File: src/rtl/pcicfg_pkg.sv
// package with shared types, codes and constants of the pci config space emulator
`timescale 1ns / 1ps

package pcicfg_pkg;

    // store geometry: four byte lanes, one bank per lane
    localparam int SPACE_BYTES = 256;
    localparam int NUM_BANKS   = 4;
    localparam int BANK_ROWS   = SPACE_BYTES / NUM_BANKS;
    localparam int ROW_W       = $clog2(BANK_ROWS);

    // command codes
    localparam logic [1:0] CMD_READ  = 2'd0;
    localparam logic [1:0] CMD_WRITE = 2'd1;
    localparam logic [1:0] CMD_LOAD  = 2'd2;

    // access size codes
    localparam logic [1:0] SIZE_BYTE = 2'd0;
    localparam logic [1:0] SIZE_HALF = 2'd1;
    localparam logic [1:0] SIZE_WORD = 2'd2;

    // configuration register indexes
    localparam int          CFG_IDX_W          = 3;
    localparam logic [2:0]  REG_VENDOR_ID      = 3'd0;
    localparam logic [2:0]  REG_DEVICE_ID      = 3'd1;
    localparam logic [2:0]  REG_CLASS_REVISION = 3'd2;
    localparam logic [2:0]  REG_BAR0_BASE      = 3'd3;
    localparam logic [2:0]  REG_BAR0_LENGTH    = 3'd4;

    // configuration reset values
    localparam logic [15:0] VENDOR_ID_RST      = 16'h1414;
    localparam logic [15:0] DEVICE_ID_RST      = 16'h5353;
    localparam logic [31:0] CLASS_REVISION_RST = 32'h0300_0000;
    localparam logic [31:0] BAR0_BASE_RST      = 32'h0000_0000;
    localparam logic [31:0] BAR0_LENGTH_RST    = 32'h0080_0000;

    // header offsets
    localparam logic [7:0] OFS_BAR0 = 8'h10;
    localparam logic [7:0] OFS_BAR5 = 8'h24;
    localparam logic [7:0] OFS_ROM  = 8'h30;

    // dword rows held in flops so that a load can fill them all at once
    localparam int                IDENT_ROWS = 4;
    localparam logic [ROW_W-1:0]  ROW_ID     = ROW_W'(8'h00 >> 2);
    localparam logic [ROW_W-1:0]  ROW_CLASS  = ROW_W'(8'h08 >> 2);
    localparam logic [ROW_W-1:0]  ROW_BAR0   = ROW_W'(8'h10 >> 2);
    localparam logic [ROW_W-1:0]  ROW_SUBSYS = ROW_W'(8'h2C >> 2);
    localparam logic [1:0]        SLOT_ID     = 2'd0;
    localparam logic [1:0]        SLOT_CLASS  = 2'd1;
    localparam logic [1:0]        SLOT_BAR0   = 2'd2;
    localparam logic [1:0]        SLOT_SUBSYS = 2'd3;

    // request and result payloads
    typedef struct packed {
        logic [1:0]  command;
        logic [4:0]  device_num;
        logic [2:0]  function_num;
        logic [7:0]  byte_offset;
        logic [1:0]  access_size;
        logic [31:0] write_data;
    } pcicfg_req_t;

    typedef struct packed {
        logic [31:0] read_data;
        logic        matched;
    } pcicfg_result_t;

    // value mask for an access size; unused code acts as a dword
    function automatic logic [31:0] size_mask(input logic [1:0] size);
        logic [31:0] m;
        case (size)
            SIZE_BYTE: m = 32'h0000_00FF;
            SIZE_HALF: m = 32'h0000_FFFF;
            default:   m = 32'hFFFF_FFFF;
        endcase
        return m;
    endfunction

    // number of bytes touched minus one
    function automatic logic [1:0] size_last_lane(input logic [1:0] size);
        logic [1:0] n;
        case (size)
            SIZE_BYTE: n = 2'd0;
            SIZE_HALF: n = 2'd1;
            default:   n = 2'd3;
        endcase
        return n;
    endfunction

endpackage

File: src/rtl/pci_config_space_emulator_top.sv
// top level of the type-0 pci config space emulator for device 0 function 0
`timescale 1ns / 1ps

// channel  | signals                          | handshake
// ---------+----------------------------------+---------------------------------
// request  | start, busy, req                 | taken at an edge with start & !busy
// result   | result_valid, result             | one-cycle strobe, no back pressure
// config   | cfg_wr_en, cfg_index, cfg_wdata  | written at an edge with cfg_wr_en
//
// one request per cycle; busy is never raised
// a read or write gives its result in the cycle after the request edge
// a load or unused command updates state and gives no result
// the store reads as zero after reset, no clearing pass needed
// latency is set by the registered read of the four byte-lane banks

module pci_config_space_emulator_top (
    input  logic                           clk,
    input  logic                           rst_n,
    input  logic                           start,
    output logic                           busy,
    input  pcicfg_pkg::pcicfg_req_t        req,
    output logic                           result_valid,
    output pcicfg_pkg::pcicfg_result_t     result,
    input  logic                           cfg_wr_en,
    input  logic [pcicfg_pkg::CFG_IDX_W-1:0] cfg_index,
    input  logic [31:0]                    cfg_wdata
);
    import pcicfg_pkg::*;

    // configuration registers
    logic [15:0] vendor_id_reg;
    logic [15:0] device_id_reg;
    logic [31:0] class_revision_reg;
    logic [31:0] bar0_base_reg;
    logic [31:0] bar0_length_reg;

    // identity rows held in flops
    logic [IDENT_ROWS-1:0][NUM_BANKS-1:0][7:0] ident_reg;
    logic [IDENT_ROWS-1:0][NUM_BANKS-1:0][7:0] ident_next;

    // request decode
    logic        accept;
    logic        hit;
    logic        is_load;
    logic        wr_ok;
    logic        sizing;
    logic [31:0] wr_value;
    logic [1:0]  ofs_lo;
    logic [ROW_W-1:0] ofs_row;
    logic [1:0]  last_lane;

    // per-bank ports
    logic [NUM_BANKS-1:0]            bank_wen;
    logic [NUM_BANKS-1:0][ROW_W-1:0] bank_row;
    logic [NUM_BANKS-1:0][7:0]       bank_wbyte;
    logic [NUM_BANKS-1:0][7:0]       bank_rbyte;
    logic [NUM_BANKS-1:0]            bank_in_ident;
    logic [NUM_BANKS-1:0][1:0]       bank_slot;

    // result stage
    logic                      res_valid_reg;
    logic                      is_read_reg;
    logic                      hit_reg;
    logic [1:0]                size_reg;
    logic [1:0]                lo_reg;
    logic [NUM_BANKS-1:0]      flop_sel_reg;
    logic [NUM_BANKS-1:0][7:0] flop_byte_reg;
    logic [NUM_BANKS-1:0][7:0] lane_byte;
    logic [31:0]               raw_data;
    logic [31:0]               out_mask;

    // which identity flop row a bank row maps to
    function automatic logic [2:0] ident_lookup(input logic [ROW_W-1:0] row);
        logic [2:0] r;
        case (row)
            ROW_ID:     r = {1'b1, SLOT_ID};
            ROW_CLASS:  r = {1'b1, SLOT_CLASS};
            ROW_BAR0:   r = {1'b1, SLOT_BAR0};
            ROW_SUBSYS: r = {1'b1, SLOT_SUBSYS};
            default:    r = 3'b000;
        endcase
        return r;
    endfunction

    assign busy    = 1'b0;
    assign accept  = start && !busy;
    assign hit     = (req.device_num == 5'd0) && (req.function_num == 3'd0);
    assign is_load = accept && (req.command == CMD_LOAD);
    assign ofs_lo  = req.byte_offset[1:0];
    assign ofs_row = req.byte_offset[7:2];
    assign last_lane = size_last_lane(req.access_size);

    // configuration writes
    always_ff @(posedge clk or negedge rst_n)
    begin
        if (!rst_n)
        begin
            vendor_id_reg      <= VENDOR_ID_RST;
            device_id_reg      <= DEVICE_ID_RST;
            class_revision_reg <= CLASS_REVISION_RST;
            bar0_base_reg      <= BAR0_BASE_RST;
            bar0_length_reg    <= BAR0_LENGTH_RST;
        end
        else if (cfg_wr_en)
        begin
            case (cfg_index)
                REG_VENDOR_ID:      vendor_id_reg      <= cfg_wdata[15:0];
                REG_DEVICE_ID:      device_id_reg      <= cfg_wdata[15:0];
                REG_CLASS_REVISION: class_revision_reg <= cfg_wdata;
                REG_BAR0_BASE:      bar0_base_reg      <= cfg_wdata;
                REG_BAR0_LENGTH:    bar0_length_reg    <= cfg_wdata;
                default:            ;
            endcase
        end
    end

    // write filter: rom base, bar1..bar5, narrow bar0 writes are dropped
    always_comb
    begin
        wr_ok = accept && (req.command == CMD_WRITE) && hit
                && (req.byte_offset != OFS_ROM);
        if (req.access_size[1])
        begin
            if ((req.byte_offset > OFS_BAR0) && (req.byte_offset <= OFS_BAR5))
            begin
                wr_ok = 1'b0;
            end
        end
        else if ((req.byte_offset >= OFS_BAR0) && (req.byte_offset <= OFS_BAR5))
        begin
            wr_ok = 1'b0;
        end
        sizing   = req.access_size[1] && (req.byte_offset == OFS_BAR0)
                   && (req.write_data == 32'hFFFF_FFFF);
        wr_value = sizing ? (~bar0_length_reg + 32'd1) : req.write_data;
    end

    // steer the request bytes onto the four bank lanes
    always_comb
    begin
        logic [1:0] lane;
        logic [2:0] sel;
        for (int b = 0; b < NUM_BANKS; b++)
        begin
            lane          = 2'(b) - ofs_lo;
            bank_row[b]   = ofs_row + ROW_W'(2'(b) < ofs_lo);
            bank_wen[b]   = wr_ok && (lane <= last_lane);
            bank_wbyte[b] = wr_value[8*lane +: 8];
            sel              = ident_lookup(bank_row[b]);
            bank_in_ident[b] = sel[2];
            bank_slot[b]     = sel[1:0];
        end
    end

    // byte-lane banks
    for (genvar g = 0; g < NUM_BANKS; g++)
    begin : g_bank
        pcicfg_bank u_bank (
            .clk     (clk),
            .rst_n   (rst_n),
            .wr_en   (bank_wen[g]),
            .wr_row  (bank_row[g]),
            .wr_byte (bank_wbyte[g]),
            .rd_en   (accept),
            .rd_row  (bank_row[g]),
            .rd_byte (bank_rbyte[g])
        );
    end

    // identity rows: load fills them, ordinary writes patch bytes
    always_comb
    begin
        ident_next = ident_reg;
        if (is_load)
        begin
            ident_next[SLOT_ID]     = {device_id_reg, vendor_id_reg};
            ident_next[SLOT_CLASS]  = class_revision_reg;
            ident_next[SLOT_BAR0]   = bar0_base_reg;
            ident_next[SLOT_SUBSYS] = {device_id_reg, vendor_id_reg};
        end
        for (int b = 0; b < NUM_BANKS; b++)
        begin
            if (bank_wen[b] && bank_in_ident[b])
            begin
                ident_next[bank_slot[b]][b] = bank_wbyte[b];
            end
        end
    end

    always_ff @(posedge clk or negedge rst_n)
    begin
        if (!rst_n)
        begin
            ident_reg <= '0;
        end
        else
        begin
            ident_reg <= ident_next;
        end
    end

    // result stage control
    always_ff @(posedge clk or negedge rst_n)
    begin
        if (!rst_n)
        begin
            res_valid_reg <= 1'b0;
            is_read_reg   <= 1'b0;
            flop_sel_reg  <= '0;
        end
        else
        begin
            res_valid_reg <= accept && ((req.command == CMD_READ)
                                        || (req.command == CMD_WRITE));
            if (accept)
            begin
                is_read_reg  <= (req.command == CMD_READ);
                flop_sel_reg <= bank_in_ident;
            end
        end
    end

    // result stage payload
    always_ff @(posedge clk)
    begin
        if (accept)
        begin
            hit_reg  <= hit;
            size_reg <= req.access_size;
            lo_reg   <= ofs_lo;
            for (int b = 0; b < NUM_BANKS; b++)
            begin
                flop_byte_reg[b] <= ident_reg[bank_slot[b]][b];
            end
        end
    end

    // gather bytes little-endian from the start lane
    always_comb
    begin
        logic [1:0] bank;
        for (int i = 0; i < NUM_BANKS; i++)
        begin
            bank         = lo_reg + 2'(i);
            lane_byte[i] = flop_sel_reg[bank] ? flop_byte_reg[bank] : bank_rbyte[bank];
        end
        raw_data = lane_byte;
        out_mask = size_mask(size_reg);
    end

    assign result_valid     = res_valid_reg;
    assign result.matched   = hit_reg;
    assign result.read_data = !is_read_reg ? 32'h0000_0000 :
                              hit_reg      ? (raw_data & out_mask) : out_mask;

`ifndef ASSERT_OFF
    // every result follows a request edge
    a_result_after_request: assert property (@(posedge clk) disable iff (!rst_n)
        result_valid |-> $past(accept))
        else $error("result without a request");

    // a load gives no result
    a_load_silent: assert property (@(posedge clk) disable iff (!rst_n)
        is_load |=> !result_valid)
        else $error("load produced a result");

    // write results carry zero data
    a_write_zero: assert property (@(posedge clk) disable iff (!rst_n)
        (result_valid && !is_read_reg) |-> (result.read_data == 32'h0000_0000))
        else $error("write result with nonzero data");

    // unmatched reads return all ones at the access width
    a_miss_ones: assert property (@(posedge clk) disable iff (!rst_n)
        (result_valid && is_read_reg && !result.matched)
        |-> (result.read_data == size_mask(size_reg)))
        else $error("unmatched read not all ones");

    // a load puts the configured base into bar0
    a_load_bar0: assert property (@(posedge clk) disable iff (!rst_n)
        is_load |=> (ident_reg[SLOT_BAR0] == $past(bar0_base_reg)))
        else $error("bar0 not loaded from base");
`endif

endmodule

File: src/rtl/pcicfg_bank.sv
// one byte-lane bank of the config store with per-row valid bits and registered read
`timescale 1ns / 1ps

module pcicfg_bank (
    input  logic                       clk,
    input  logic                       rst_n,
    input  logic                       wr_en,
    input  logic [pcicfg_pkg::ROW_W-1:0] wr_row,
    input  logic [7:0]                 wr_byte,
    input  logic                       rd_en,
    input  logic [pcicfg_pkg::ROW_W-1:0] rd_row,
    output logic [7:0]                 rd_byte
);
    import pcicfg_pkg::*;

    logic [7:0]           store_reg [BANK_ROWS];
    logic [BANK_ROWS-1:0] valid_reg;
    logic [BANK_ROWS-1:0] valid_next;
    logic [7:0]           rd_data_reg;
    logic                 rd_valid_reg;

    // byte array write port
    always_ff @(posedge clk)
    begin
        if (wr_en)
        begin
            store_reg[wr_row] <= wr_byte;
        end
    end

    // registered read port
    always_ff @(posedge clk)
    begin
        if (rd_en)
        begin
            rd_data_reg <= store_reg[rd_row];
        end
    end

    // a row reads as zero until first written
    always_comb
    begin
        valid_next = valid_reg;
        if (wr_en)
        begin
            valid_next[wr_row] = 1'b1;
        end
    end

    always_ff @(posedge clk or negedge rst_n)
    begin
        if (!rst_n)
        begin
            valid_reg    <= '0;
            rd_valid_reg <= 1'b0;
        end
        else
        begin
            valid_reg <= valid_next;
            if (rd_en)
            begin
                rd_valid_reg <= valid_reg[rd_row];
            end
        end
    end

    assign rd_byte = rd_valid_reg ? rd_data_reg : 8'h00;

endmodule
File: config.mk
export PLATFORM = sky130hd
export DESIGN_NAME = pci_config_space_emulator_top
export DESIGN_NICKNAME = d
export VERILOG_FILES = /design/src/rtl/pcicfg_pkg.sv /design/src/rtl/pci_config_space_emulator_top.sv /design/src/rtl/pcicfg_bank.sv
export SDC_FILE = /design/constraint.sdc
export NUM_CORES = 2
export LEC_CHECK = 0
export ABC_CLOCK_PERIOD_IN_PS = 11000
export BUFFER_PORTS_ARGS = -buffer_cell sky130_fd_sc_hd__buf_2
export CORE_MARGIN = 4
export CORE_UTILIZATION = 50
export CTS_CLUSTER_SIZE = 16
export DETAILED_ROUTE_END_ITERATION = 7
export GPL_TIMING_DRIVEN = 0
export PLACE_DENSITY = 0.62
export SKIP_CTS_REPAIR_TIMING = 1
export SLEW_MARGIN = 15
export SYNTH_ARGS = -nofsm -noshare
export SYNTH_HDL_FRONTEND = slang
export SYNTH_SLANG_ARGS = --single-unit
export TNS_END_PERCENT = 1
File: constraint.sdc
create_clock -name clk -period 11 [get_ports clk]
set_clock_uncertainty 0.2 [all_clocks]
set_input_delay 1.65 -clock clk [delete_from_list [all_inputs] [get_ports clk]]
set_output_delay 1.65 -clock clk [all_outputs]
set_load 0.05 [all_outputs]
==> impl_results.md <==
* Final setup violation count at 0
* Inst Count DP at 10270
* Area growth syn-to-layout at 13.63%
* Slew margin rel. at roughly 3.6%
* # nets final at between 7000 and 8000
* Cell taking the most area after synthesis: sky130_fd_sc_hd__edfxtp_1
* Cell depth of the worst hold path at 1
* Hold Crit Class: flip-flop to flip-flop
* Count of buffering cells on the critical path with inverters included at 9
* Per-cell via count in the routed design at 6.731
* Area of the mapped netlist at 108400 um2
* Mean Syn Cell Area at 14.97 um2
* Chip height at roughly 470 um
* Last weighted congestion value of the routability-driven placer at 1.022
* Area of the die at approximately 220000 um2
* Main synth FF type: sky130_fd_sc_hd__edfxtp_1
* Maximum number of pins on one net before global-route repair at slightly above 100
* Post-route cell area at 123100 um2
* VDD IR-drop max at about 190 uV
* Cell types with the largest area share after synthesis: sky130_fd_sc_hd__edfxtp_1 59%, sky130_fd_sc_hd__dfrtp_1 12%, sky130_fd_sc_hd__mux4_2 5.6%, sky130_fd_sc_hd__mux2i_1 3.0%, sky130_fd_sc_hd__nand2_1 2.2%
* Via count of the routed design at roughly 73000
* Clk_lat worst skew at 0.95 ns
* Max-slew violation total from the final report at 0
* Ratio of cells with drive above 1 in the final layout at around 17%
* Critical Path RT at roughly 11 ns
* Master cell of the clock root buffer: sky130_fd_sc_hd__clkbuf_16
* Total placed instance area at between 100000 and 150000 um2
* Arrival time at the worst endpoint at just under 9 ns
* Critical path peak fanout at 12
* CTS buffer count at 294
* Number of cells in the finished layout apart from fillers at 10810
* Flip-flop count of the largest register after layout at approximately 2000
* Die boundary width at around 470 um
* Row count at 170
* Cell with the most instances after synthesis: sky130_fd_sc_hd__edfxtp_1
* Filler Cell Count at ~17000
* 1st-pass router iterations at 8
* Starting density of the core at between 50% and 60%
* Tmin final at around 8.5 ns
* Antenna violations before repair at 55
* RSZ-0062 raised after global routing: no
* Power density relative to cell area at slightly below 200 nW/um2
* Number of sinks on the clock net at ~2600
* Wire length per cell after detailed routing at around 37 um
* Count of synthesis-stage warnings from yosys at 0
* Depth of the critical timing path with buffers and inverters included at 15
* Violation count after the first detailed-route iteration at about 12000
* Max-cap check violation count at 0
* Fraction of synthesis flops using an asynchronous set or reset pin at between 10% and 20%
* Number of port buffers at between 100 and 150
* Via count of the first global-routing pass at ~70000
* Number of cells on the worst reg-to-reg path at 13
* Cell Chain, Critical Path: buf_2 -> clkbuf_1 -> inv_1 -> clkbuf_1 -> clkbuf_1 -> ha_1 -> inv_1 -> ha_1 -> or3b_2 -> nand3_1 -> clkbuf_1 -> buf_1 -> clkbuf_1 -> nand2_1 -> nor2_1
* Number of instances in the synthesized netlist at about 7200
* Critical setup path kind: primary input to flip-flop
* Number of remaining DRC errors at 0
* Startpoint types: primary input
* Slowest cell delay on critical path at ~1.2 ns
* Global-route wire length before repair at ~550000 um
* Multi-input logic area at roughly 30000 um2
* Final WL at a little over 400000 um
* Outcome: complete, no violations
* Maximum clock insertion buffer count at 4
* CP max-delay cell: sky130_fd_sc_hd__nor2_1
* Most used cell along the critical path: sky130_fd_sc_hd__clkbuf_1
* GRT Total Usage at 35.50%
* Area of the placeable core at roughly 220000 um2
* Actual slew at the worst max-slew pin at ~1.4 ns
* Leakage component of the power at roughly 44 nW
* Sequential area share after synthesis at 70.74%
* Number of routed nets with antenna violations at 0
* Maximum achievable frequency at between 100 and 150 MHz
* DPL Wire Length at 271100 um
* Number of synthesized register bits at between 2000 and 3000
* Kind of end point of the critical path: flip-flop
* Post-synth EDFFs at 2117
* Deepest level of the CTS H-tree at 5
* Overall overflow remaining after global route at 0
* Area used by sequential logic in the layout at approximately 77000 um2
* Worst R2R Setup Slack at between 5 and 6 ns
* Top-Level Pins at ~130
* Fin. Hold Viols at 0
* CTS tree: done
* Ranking of synthesized cells by instance count: 2117 x sky130_fd_sc_hd__edfxtp_1, 632 x sky130_fd_sc_hd__nand2_1, 507 x sky130_fd_sc_hd__dfrtp_1
* CP delay by family, top: buffers and inverters
* Reg clk slew, reported paths at 0.06 ns
* Proportion of netlist area held by the largest area contributor at between 50 and 60%
* Number of library cell types mapped by synthesis at 86
* Final period util at 76.95%
==> metrics by stage <==
stage / hold slack [ns] / util (%) / power [mW] / setup slack [ns] / TNS, ns
4_1_cts: 0.2604 / 57.20 / 23.95 / 2.864 / 0
6_report: 0.2589 / 57.25 / 24.06 / 2.535 / 0
2_1_floorplan: 0.2239 / - / 13.03 / 4.968 / 0
5_1_grt: 0.2728 / 57.24 / 24.57 / 2.493 / 0
3_3_place_gp: 0.2351 / 52.38 / 14.35 / -4.149 / -2010.43
3_5_place_dp: 0.2474 / 52.89 / 14.44 / 1.938 / 0
==> power breakdown <==
group / internal (mW) / leakage, nW / switching, mW / total (mW)
Sequential: 11.3 / 25.8 / 0.207 / 11.5
Clock: 5.71 / 4.55 / 3.99 / 9.70
Combinational: 0.808 / 13.2 / 2.09 / 2.89
==> kinds of logic (layout without fill, tap and decap cells) <==
family / after synthesis / count (layout) / synth area share (%)
XOR/XNOR: 43 / 43 / 0.3545
other: 1 / 56 / 0.003461
multiplexers: 761 / 761 / 10.33
flip-flops: 2639 / 2639 / 70.74
adder cells (fa/ha/maj): 16 / 16 / 0.1848
buffers and inverters: 510 / 1188 / 1.816
AO/OA/AOI/OAI: 1451 / 1451 / 8.859
AND/OR/NAND/NOR: 1818 / 1818 / 7.709
==> path summary, 6_finish.rpt <==
| kind | start | endpoint |
|---|---|---|
| min in group asynchronous | rst_n | g_bank[2].u_bank.valid_reg[37] |
| max | req[34] | g_bank[0].u_bank.store_reg[21][5] |
| min | g_bank[3].u_bank.valid_reg[5] | g_bank[3].u_bank.valid_reg[5] |
| max in group asynchronous | rst_n | g_bank[0].u_bank.valid_reg[63] |
| min reg2reg | g_bank[3].u_bank.valid_reg[5] | g_bank[3].u_bank.valid_reg[5] |
| max reg2reg | bar0_length_reg[1] | g_bank[1].u_bank.store_reg[53][0] |
==> layout make-up <==
type	instances	share of cell area [%]
multi-input combinational	4122	24.35
clock inverter	109	0.8922
tap	2838	2.884
timing repair buffer	167	1.268
antenna	23	0.04675
sequential	2639	62.26
clock buffer	402	6.640
buffer	457	1.490
inverter	53	0.1697
==> routing by layer <==
| layer | GRT usage (%) | part of all wire, % | up-vias |
|---|---|---|---|
| met3 | 9.954 | 12 | 1226 |
| met1 | 47.92 | 38 | 37100 |
| met4 | 19.56 | 6.6 | 24 |
| met2 | 52.34 | 44 | 5283 |
| li1 | - | - | 29130 |
| met5 | 0 | 0.041 | - |
==> cell usage in the layout, fill, tap and decap left out, drive strengths merged, types with 230 or more instances in the layout <==
cell type / count
nor2: 493
a21oi: 417
buf: 297
mux4: 269
edfxtp: 2117
o21ai: 230
nand2: 632
clkbuf: 729
mux2i: 327
dfrtp: 507
Power figures use the tool's default switching activity.
